[src/rtl/hrpr_pkg.sv]
// ----------------------------------------------------------------------------
// hrpr_pkg: shared types and constants for the haze removal recovery core
// Pixel and factor widths, pipeline depths, register indexes, divider stage.
// ----------------------------------------------------------------------------
package hrpr_pkg;

    localparam int PIX_W            = 8;
    localparam int FACTOR_W         = 16;
    localparam int FACTOR_FRAC_BITS = 16;
    localparam int FACTOR_CAP       = (9 * (2 ** FACTOR_FRAC_BITS)) / 10;
    localparam int PROD_W           = FACTOR_W + PIX_W;
    localparam int NUM_LANES        = 3;
    localparam int DIV_BITS         = PIX_W;
    // multiply, divider setup, one stage per quotient bit, clamp
    localparam int LANE_STAGES      = DIV_BITS + 3;
    // input register and the two ambient stages
    localparam int PRE_STAGES       = 3;
    localparam int TOTAL_LATENCY    = PRE_STAGES + LANE_STAGES + 1;
    localparam int CFG_IDX_W        = 2;
    localparam int CFG_DATA_W       = FACTOR_W;

    localparam logic [FACTOR_W-1:0] HAZE_FACTOR_RST = FACTOR_W'(58982);
    localparam logic [PIX_W-1:0]    ATMOS_LIGHT_RST = PIX_W'(255);

    typedef enum logic [CFG_IDX_W-1:0] {
        CFG_HAZE_FACTOR = 2'd0,
        CFG_ATMOS_LIGHT = 2'd1
    } t_cfg_idx;

    typedef logic [PIX_W-1:0] t_pix;
    typedef logic [NUM_LANES-1:0][PIX_W-1:0] t_pix_vec;

    // one stage of the restoring divider and the flags riding along with it
    typedef struct packed {
        logic [PIX_W-1:0] rem;
        logic [PIX_W-1:0] low;
        logic [PIX_W-1:0] quo;
        logic [PIX_W-1:0] div;
        logic             sat;
        logic             spec;
        logic             hot;
    } t_div_stage;

endpackage

[src/rtl/hrpr_ambient.sv]
// ----------------------------------------------------------------------------
// hrpr_ambient: ambient level of one pixel
// Scales the local mean by the capped factor, takes the darkest channel and
// keeps the smaller of the two. Two register stages; channels travel along.
// ----------------------------------------------------------------------------
module hrpr_ambient
    import hrpr_pkg::*;
(
    input  logic                i_clk,
    input  logic [FACTOR_W-1:0] i_haze_factor,
    input  t_pix_vec            i_chan,
    input  t_pix                i_mean,
    output t_pix                o_amb,
    output t_pix_vec            o_chan
);

    logic [FACTOR_W-1:0] f_capped;
    logic [PROD_W-1:0]   prod;
    logic [PROD_W-1:0]   prod_shr;
    t_pix                n_scaled;
    t_pix                n_dark;

    t_pix     r_scaled;
    t_pix     r_dark;
    t_pix_vec r_chan_a;
    t_pix     r_amb;
    t_pix_vec r_chan_b;

    always_comb begin
        if (32'(i_haze_factor) > 32'(FACTOR_CAP)) begin
            f_capped = FACTOR_W'(FACTOR_CAP);
        end else begin
            f_capped = i_haze_factor;
        end
        prod     = PROD_W'(f_capped) * PROD_W'(i_mean);
        prod_shr = prod >> FACTOR_FRAC_BITS;
        n_scaled = prod_shr[PIX_W-1:0];
        n_dark   = i_chan[0];
        for (int k = 1; k < NUM_LANES; k++) begin
            if (i_chan[k] < n_dark) begin
                n_dark = i_chan[k];
            end
        end
    end

    always_ff @(posedge i_clk) begin
        r_scaled <= n_scaled;
        r_dark   <= n_dark;
        r_chan_a <= i_chan;
        r_amb    <= (r_scaled < r_dark) ? r_scaled : r_dark;
        r_chan_b <= r_chan_a;
    end

    assign o_amb  = r_amb;
    assign o_chan = r_chan_b;

endmodule

[src/rtl/hrpr_lane.sv]
// ----------------------------------------------------------------------------
// hrpr_lane: recovery of one color channel
// Forms (c - amb) * A, then divides by (A - amb) in a restoring divider with
// one quotient bit per stage, and clamps to the pixel range (0 or full when amb >= A).
// ----------------------------------------------------------------------------
module hrpr_lane
    import hrpr_pkg::*;
(
    input  logic i_clk,
    input  logic i_rst_n,
    input  logic i_vld,
    input  t_pix i_chan,
    input  t_pix i_amb,
    input  t_pix i_atmos,
    output logic o_vld,
    output t_pix o_res
);

    function automatic t_div_stage div_step(input t_div_stage st);
        logic [PIX_W:0] t;
        t_div_stage     s;
        s     = st;
        t     = {st.rem, st.low[PIX_W-1]};
        s.low = st.low << 1;
        if (t >= {1'b0, st.div}) begin
            s.rem = PIX_W'(t - {1'b0, st.div});
            s.quo = {st.quo[PIX_W-2:0], 1'b1};
        end else begin
            s.rem = t[PIX_W-1:0];
            s.quo = {st.quo[PIX_W-2:0], 1'b0};
        end
        return s;
    endfunction

    logic [2*PIX_W-1:0] r_num;
    t_pix               r_den;
    logic               r_spec;
    logic               r_hot;
    t_div_stage         r_div [DIV_BITS+1];
    t_pix               r_res;
    t_pix               n_res;
    logic [LANE_STAGES-1:0] r_vld;
    t_div_stage         n_div0;

    always_comb begin
        n_div0.rem  = r_num[2*PIX_W-1:PIX_W];
        n_div0.low  = r_num[PIX_W-1:0];
        n_div0.quo  = '0;
        n_div0.div  = r_den;
        // quotient would need more than one pixel's bits
        n_div0.sat  = r_num >= {r_den, {PIX_W{1'b0}}};
        n_div0.spec = r_spec;
        n_div0.hot  = r_hot;
    end

    always_comb begin
        priority if (r_div[DIV_BITS].spec) begin
            n_res = r_div[DIV_BITS].hot ? '1 : '0;
        end else if (r_div[DIV_BITS].sat) begin
            n_res = '1;
        end else begin
            n_res = r_div[DIV_BITS].quo;
        end
    end

    always_ff @(posedge i_clk) begin
        r_num  <= (2*PIX_W)'(i_chan - i_amb) * (2*PIX_W)'(i_atmos);
        r_den  <= i_atmos - i_amb;
        r_spec <= i_amb >= i_atmos;
        r_hot  <= i_chan > i_amb;
        r_div[0] <= n_div0;
        for (int k = 0; k < DIV_BITS; k++) begin
            r_div[k+1] <= div_step(r_div[k]);
        end
        r_res <= n_res;
    end

    always_ff @(posedge i_clk) begin
        if (!i_rst_n) begin
            r_vld <= '0;
        end else begin
            r_vld <= {r_vld[LANE_STAGES-2:0], i_vld};
        end
    end

    assign o_vld = r_vld[LANE_STAGES-1];
    assign o_res = r_res;

`ifndef SYNTHESIS
    a_div_entry: assert property (@(posedge i_clk) disable iff (!i_rst_n)
        r_vld[1] && !r_div[0].sat && !r_div[0].spec |-> r_div[0].rem < r_div[0].div)
        else $error("divider entered with remainder not below divisor");

    a_div_exit: assert property (@(posedge i_clk) disable iff (!i_rst_n)
        r_vld[DIV_BITS+1] && !r_div[DIV_BITS].sat && !r_div[DIV_BITS].spec
        |-> r_div[DIV_BITS].rem < r_div[DIV_BITS].div)
        else $error("divider left a remainder not below divisor");

    a_spec_out: assert property (@(posedge i_clk) disable iff (!i_rst_n)
        r_vld[DIV_BITS+1] && r_div[DIV_BITS].spec |=> (r_res == '0 || r_res == '1))
        else $error("ambient at or above light gave a level other than 0 or full");
`endif

endmodule

[src/rtl/haze_removal_pixel_recovery_core.sv]
// ----------------------------------------------------------------------------
// haze_removal_pixel_recovery_core: per-pixel haze removal, recovery stage
// Usage:
//   Raise start with a pixel (red, green, blue) and its local dark-channel
//   mean; the request is taken at each rising edge with start high and busy
//   low. Busy is high during reset and is cleared by the first clock edge
//   after it, then stays low, so one pixel can enter every clock.
//   Each result (three recovered channels and the ambient level) appears on
//   the outputs for one cycle with o_strobe high, in request order.
//   Throughput is one pixel per clock. A request passes the input register,
//   the ambient and multiply stages, the divider setup, the eight-stage
//   divider in each channel lane, the clamp and the output register.
//   The receiver cannot stall: results must be taken as they come.
//   Configuration: i_cfg_we with i_cfg_idx 0 writes the haze factor (Q0.16,
//   capped at 0.9), index 1 the atmospheric light. Write only while no
//   request is in flight.
//   Reset (synchronous, active low) drops all requests in flight, holds busy
//   high until the first edge after reset, and restores factor 0.9 and
//   light 255.
// ----------------------------------------------------------------------------
module haze_removal_pixel_recovery_core
    import hrpr_pkg::*;
(
    input  logic                  i_clk,
    input  logic                  i_rst_n,
    input  logic                  start,
    output logic                  busy,
    input  logic                  i_cfg_we,
    input  logic [CFG_IDX_W-1:0]  i_cfg_idx,
    input  logic [CFG_DATA_W-1:0] i_cfg_data,
    input  logic [PIX_W-1:0]      i_red_in,
    input  logic [PIX_W-1:0]      i_green_in,
    input  logic [PIX_W-1:0]      i_blue_in,
    input  logic [PIX_W-1:0]      i_local_mean_in,
    output logic [PIX_W-1:0]      o_red_out,
    output logic [PIX_W-1:0]      o_green_out,
    output logic [PIX_W-1:0]      o_blue_out,
    output logic [PIX_W-1:0]      o_ambient_out,
    output logic                  o_strobe
);

    logic                  r_busy;
    logic [FACTOR_W-1:0]   r_haze_factor;
    t_pix                  r_atmos_light;
    logic [PRE_STAGES-1:0] r_vld_pre;
    t_pix_vec              r_in_chan;
    t_pix                  r_in_mean;
    t_pix                  amb;
    t_pix_vec              amb_chan;
    t_pix                  r_amb_dly [LANE_STAGES];
    logic [NUM_LANES-1:0]  lane_vld;
    t_pix_vec              lane_res;
    t_pix_vec              r_out_chan;
    t_pix                  r_out_amb;
    logic                  r_strobe;
    logic                  accept;

    assign accept = start && !r_busy;

    always_ff @(posedge i_clk) begin
        if (!i_rst_n) begin
            r_busy        <= 1'b1;
            r_haze_factor <= HAZE_FACTOR_RST;
            r_atmos_light <= ATMOS_LIGHT_RST;
            r_vld_pre     <= '0;
            r_strobe      <= 1'b0;
        end else begin
            r_busy <= 1'b0;
            if (i_cfg_we) begin
                unique case (i_cfg_idx)
                    CFG_HAZE_FACTOR: r_haze_factor <= i_cfg_data[FACTOR_W-1:0];
                    CFG_ATMOS_LIGHT: r_atmos_light <= i_cfg_data[PIX_W-1:0];
                    default: ;
                endcase
            end
            r_vld_pre <= {r_vld_pre[PRE_STAGES-2:0], accept};
            r_strobe  <= lane_vld[0];
        end
    end

    // payload: capture the request, delay ambient to meet the lanes, merge
    always_ff @(posedge i_clk) begin
        r_in_chan    <= {i_blue_in, i_green_in, i_red_in};
        r_in_mean    <= i_local_mean_in;
        r_amb_dly[0] <= amb;
        for (int k = 1; k < LANE_STAGES; k++) begin
            r_amb_dly[k] <= r_amb_dly[k-1];
        end
        r_out_chan <= lane_res;
        r_out_amb  <= r_amb_dly[LANE_STAGES-1];
    end

    hrpr_ambient u_ambient (
        .i_clk         (i_clk),
        .i_haze_factor (r_haze_factor),
        .i_chan        (r_in_chan),
        .i_mean        (r_in_mean),
        .o_amb         (amb),
        .o_chan        (amb_chan)
    );

    for (genvar g = 0; g < NUM_LANES; g++) begin : g_lane
        hrpr_lane u_lane (
            .i_clk   (i_clk),
            .i_rst_n (i_rst_n),
            .i_vld   (r_vld_pre[PRE_STAGES-1]),
            .i_chan  (amb_chan[g]),
            .i_amb   (amb),
            .i_atmos (r_atmos_light),
            .o_vld   (lane_vld[g]),
            .o_res   (lane_res[g])
        );
    end

    assign busy          = r_busy;
    assign o_red_out     = r_out_chan[0];
    assign o_green_out   = r_out_chan[1];
    assign o_blue_out    = r_out_chan[2];
    assign o_ambient_out = r_out_amb;
    assign o_strobe      = r_strobe;

`ifndef SYNTHESIS
    a_busy_low: assert property (@(posedge i_clk) disable iff (!i_rst_n)
        $past(i_rst_n) |-> !busy)
        else $error("busy high outside reset");

    a_lanes_agree: assert property (@(posedge i_clk) disable iff (!i_rst_n)
        lane_vld == '0 || lane_vld == '1)
        else $error("channel lanes out of step");

    a_latency: assert property (@(posedge i_clk) disable iff (!i_rst_n)
        start && !busy |-> ##TOTAL_LATENCY o_strobe)
        else $error("request did not produce a result at the expected cycle");
`endif

endmodule

[config.mk]
export PLATFORM = sky130hd
export DESIGN_NAME = haze_removal_pixel_recovery_core
export DESIGN_NICKNAME = d
export VERILOG_FILES = /design/src/rtl/hrpr_pkg.sv /design/src/rtl/hrpr_ambient.sv /design/src/rtl/hrpr_lane.sv /design/src/rtl/haze_removal_pixel_recovery_core.sv
export SDC_FILE = /design/constraint.sdc
export NUM_CORES = 2
export LEC_CHECK = 0
export BUFFER_PORTS_ARGS = -buffer_cell sky130_fd_sc_hd__buf_2
export CAP_MARGIN = 20
export CORE_UTILIZATION = 60
export CTS_BUF_LIST = sky130_fd_sc_hd__clkbuf_4
export DETAILED_ROUTE_END_ITERATION = 12
export PLACE_DENSITY = 0.77
export SYNTH_ARGS = -nofsm -noshare
export SYNTH_HDL_FRONTEND = slang
export SYNTH_HIERARCHICAL = 1
export SYNTH_SLANG_ARGS = --single-unit
[constraint.sdc]
create_clock -name i_clk -period 6.5 [get_ports i_clk]
set_input_delay 0.975 -clock i_clk [delete_from_list [all_inputs] [get_ports i_clk]]
set_output_delay 0.975 -clock i_clk [all_outputs]
set_load 0.01 [all_outputs]
==> report_table.html <==
<table>
<tr><th>Metric</th><th>Value</th></tr>
<tr><th colspan="2">CTS</th></tr>
<tr><td>Clock-pin slew on the worst setup and hold paths</td><td>0.07 ns</td></tr>
<tr><td>Num Clock Sinks</td><td>1047</td></tr>
<tr><td>Clock tree from TritonCTS</td><td>built</td></tr>
<tr><td>Worst-Skew Late Latency</td><td>1.16 ns</td></tr>
<tr><td>Maximum number of buffers from clock root to sink</td><td>4</td></tr>
<tr><td>Root buffer cell</td><td>clkbuf_4</td></tr>
<tr><td>TritonCTS Buffers</td><td>280</td></tr>
<tr><td>Max H-tree Level</td><td>5</td></tr>
<tr><th colspan="2">STA</th></tr>
<tr><td>Count of final max-slew check failures</td><td>0</td></tr>
<tr><td>RSZ-0062 raised after global routing</td><td>false</td></tr>
<tr><td>Final hold violation count</td><td>0</td></tr>
<tr><td>Max transition margin</td><td>0.285</td></tr>
<tr><td>Total setup violations reported at the end of the flow</td><td>0</td></tr>
<tr><td>Transition time at the pin with the least slew margin</td><td>1.07 ns</td></tr>
<tr><td>Final period utilization</td><td>0.948</td></tr>
<tr><td>Final critical path time including I/O delays and setup</td><td>6.16 ns</td></tr>
<tr><td>Worst-case clock skew</td><td>~0.13 ns</td></tr>
<tr><td>Max Freq</td><td>about 160 MHz</td></tr>
<tr><td>Setup TNS</td><td>0 ns</td></tr>
<tr><th colspan="2">Final layout</th></tr>
<tr><td>Layout area overhead</td><td>10.8%</td></tr>
<tr><td>Highest-count cells in the layout ignoring fill and taps</td><td>dfxtp_1, inv_1, ha_1</td></tr>
<tr><td>Leading cell type in the layout, fill and taps excluded</td><td>dfxtp_1</td></tr>
<tr><td>Share of final-layout standard cells stronger than drive strength 1</td><td>0.154</td></tr>
<tr><td>Filler Cell Count</td><td>6120</td></tr>
<tr><td>Layout Nets</td><td>between 5000 and 6000</td></tr>
<tr><th colspan="2">Floorplan</th></tr>
<tr><td>Top Ports</td><td>88</td></tr>
<tr><td>Die Footprint</td><td>0.0814 mm2</td></tr>
<tr><td>Vertical extent of the die</td><td>285 um</td></tr>
<tr><td>Effective utilization at floorplan</td><td>0.608</td></tr>
<tr><td>Area of the core</td><td>0.0793 mm2</td></tr>
<tr><td>Floorplan die width</td><td>approximately 290 um</td></tr>
<tr><td>Rows</td><td>103</td></tr>
<tr><th colspan="2">Place</th></tr>
<tr><td>Final estimated routing congestion in global placement</td><td>0.880</td></tr>
<tr><td>Number of port buffers</td><td>87</td></tr>
<tr><td>Hpwl dp</td><td>64.3 mm</td></tr>
<tr><th colspan="2">Synth</th></tr>
<tr><td>Number of warnings printed during yosys synthesis</td><td>6</td></tr>
<tr><td>Post-synthesis instance total</td><td>4546</td></tr>
<tr><td>Net count of the mapped netlist</td><td>5294</td></tr>
<tr><td>Syn Std Cell Area</td><td>0.0482 mm2</td></tr>
<tr><td>Synthesized area divided by synthesized cell count</td><td>~11 um2</td></tr>
<tr><th colspan="2">Job</th></tr>
<tr><td>Total of max-cap violations</td><td>0</td></tr>
<tr><th colspan="2">Setup path</th></tr>
<tr><td>Largest driver fanout on the critical path</td><td>7</td></tr>
<tr><td>Critical-path cell list</td><td>ha_1 -&gt; fa_1 -&gt; nor2b_1 -&gt; o21ai_0 -&gt; nand2b_1 -&gt; nor2b_1 -&gt; nor3_2 -&gt; and2_1 -&gt; fa_1 -&gt; inv_1 -&gt; fa_1 -&gt; inv_1 -&gt; fa_1 -&gt; inv_1 -&gt; fa_1 -&gt; inv_1 -&gt; ha_1 -&gt; a21o_1 -&gt; a21oi_1 -&gt; and2b_1 -&gt; a311oi_1 -&gt; xnor3_1</td></tr>
<tr><td>Critical path launch point type</td><td>flop</td></tr>
<tr><td>Delay of the slowest critical-path stage</td><td>0.59 ns</td></tr>
<tr><td>Critical Setup Path Class</td><td>reg2reg</td></tr>
<tr><td>Data arrival time at the worst-slack endpoint</td><td>slightly above 7 ns</td></tr>
<tr><td>Kind of end point of the critical path</td><td>flop</td></tr>
<tr><td>Slowest CP cell</td><td>fa_1</td></tr>
<tr><td>Worst path required time</td><td>between 7 and 8 ns</td></tr>
<tr><td>Cell occurring most often along the worst timing path</td><td>fa_1</td></tr>
<tr><th colspan="2">GRT</th></tr>
<tr><td>Vias in the first global route</td><td>32900</td></tr>
<tr><td>GRT Residual Overflow</td><td>0</td></tr>
<tr><td>Busiest layer in global routing</td><td>met2</td></tr>
<tr><td>Global-route wire length before repair</td><td>147 mm</td></tr>
<tr><td>Antenna violations before repair</td><td>3</td></tr>
<tr><td>Met1 capacity usage during global routing</td><td>0.253</td></tr>
<tr><td>Global-route track usage on met3</td><td>0.0417</td></tr>
<tr><td>Pin count of the biggest net entering global routing</td><td>48</td></tr>
<tr><td>Met2 Track Usage GR</td><td>0.383</td></tr>
<tr><td>GRT Resource Usage Total</td><td>0.218</td></tr>
<tr><th colspan="2">Route</th></tr>
<tr><td>Detailed-route DRC error count</td><td>0</td></tr>
<tr><td>Number of vias in the routed layout</td><td>31500</td></tr>
<tr><td>Count of nets left with antenna violations after detail routing</td><td>0</td></tr>
<tr><td>Drt total wl</td><td>about 86 mm</td></tr>
<tr><td>Routed length per instance</td><td>14.1 um</td></tr>
<tr><td>Number of DRC markers in iteration 0</td><td>1158</td></tr>
<tr><td>Number of detailed-routing iterations run before antenna repair</td><td>5</td></tr>
<tr><td>Ratio of routed vias to standard cells</td><td>5.13</td></tr>
<tr><th colspan="2">Run status</th></tr>
<tr><td>Result of the run</td><td>finished clean</td></tr>
<tr><th colspan="2">Min path</th></tr>
<tr><td>Class of the worst hold path</td><td>in2reg</td></tr>
</table>
-- sequential cells by signal (all words and copies together) (netlist names), 11 cells and up --
| register | count |
|---|---|
| r_amb_dly | 88 |
| r_haze_factor | 16 |
| g_lane.u_lane/r_num | 48 |
| g_lane.u_lane/r_den | 24 |
| r_in_chan | 24 |
| u_ambient/o_chan | 24 |
| g_lane.u_lane/r_vld | 11 |
| g_lane.u_lane/r_div | 681 |
| g_lane.u_lane/o_res | 24 |
| u_ambient/r_chan_a | 24 |
-- path summary, 6_finish.rpt --
check | startpoint | to | slack [ns] | cells past startpoint
min reg2reg | r_amb_dly[8][0] | r_amb_dly[9][0] | 0.20 | 0
max | u_ambient/o_amb[0] | g_lane[1].u_lane/r_num[15] | 0.34 | 22
min | i_cfg_data[4] | r_haze_factor[4] | 0.13 | 3
max reg2reg | u_ambient/o_amb[0] | g_lane[1].u_lane/r_num[15] | 0.34 | 22
-- cell type report --
class / count / area, um2 / area share
multi-input cells: 2684 / 24100 / 0.450
inverters: 743 / 2790 / 0.0522
diodes: 4 / 10.0 / 0.000187
clock buffers: 375 / 2820 / 0.0527
repair buffers: 158 / 1050 / 0.0197
well taps: 1050 / 1310 / 0.0246
flip-flops and latches: 1047 / 21000 / 0.393
clock inverters: 72 / 398 / 0.00745
-- metrics by stage --
step / cells / instance area, um2 / util / setup WS [ns] / hold slack (ns)
floorplan: 4546 / 48200 / - / 0.497 / 0.310
global placement: 5649 / 49800 / 0.629 / 0.486 / 0.309
detailed placement: 5649 / 49800 / 0.629 / 0.313 / 0.312
CTS: 6129 / 53400 / 0.673 / 0.251 / 0.00785
global route: 6132 / 53400 / 0.674 / 0.0180 / 0.0473
finish: 6133 / 53400 / 0.674 / 0.340 / 0.133
-- what timing repair did --
action,CTS,global route
resized for setup,0,1
setup buffers,0,0
endpoints found under the hold margin,33,0
hold buffers,33,0
setup endpoints to repair,0,1
-- per-layer routing --
metal	vias up	wire, um
met5	-	18
li1	15800	-
met4	2	3040
met2	655	43000
met1	14800	37000
met3	225	3370
-- critical path: cells and delay by family (launching register included) --
family / cells / cell delay (ns)
AOI/OAI and AO/OA: 4 / 0.67
xor gates and xnor gates: 1 / 0.43
adders and majority gates: 7 / 3.15
buffers and inverters: 4 / 0.29
DFF: 1 / 0.38
and+or+nand+nor: 6 / 1.09
Power is not shown: default switching activity piles up to over one toggle a cycle in this logic, so the estimate is an artifact.
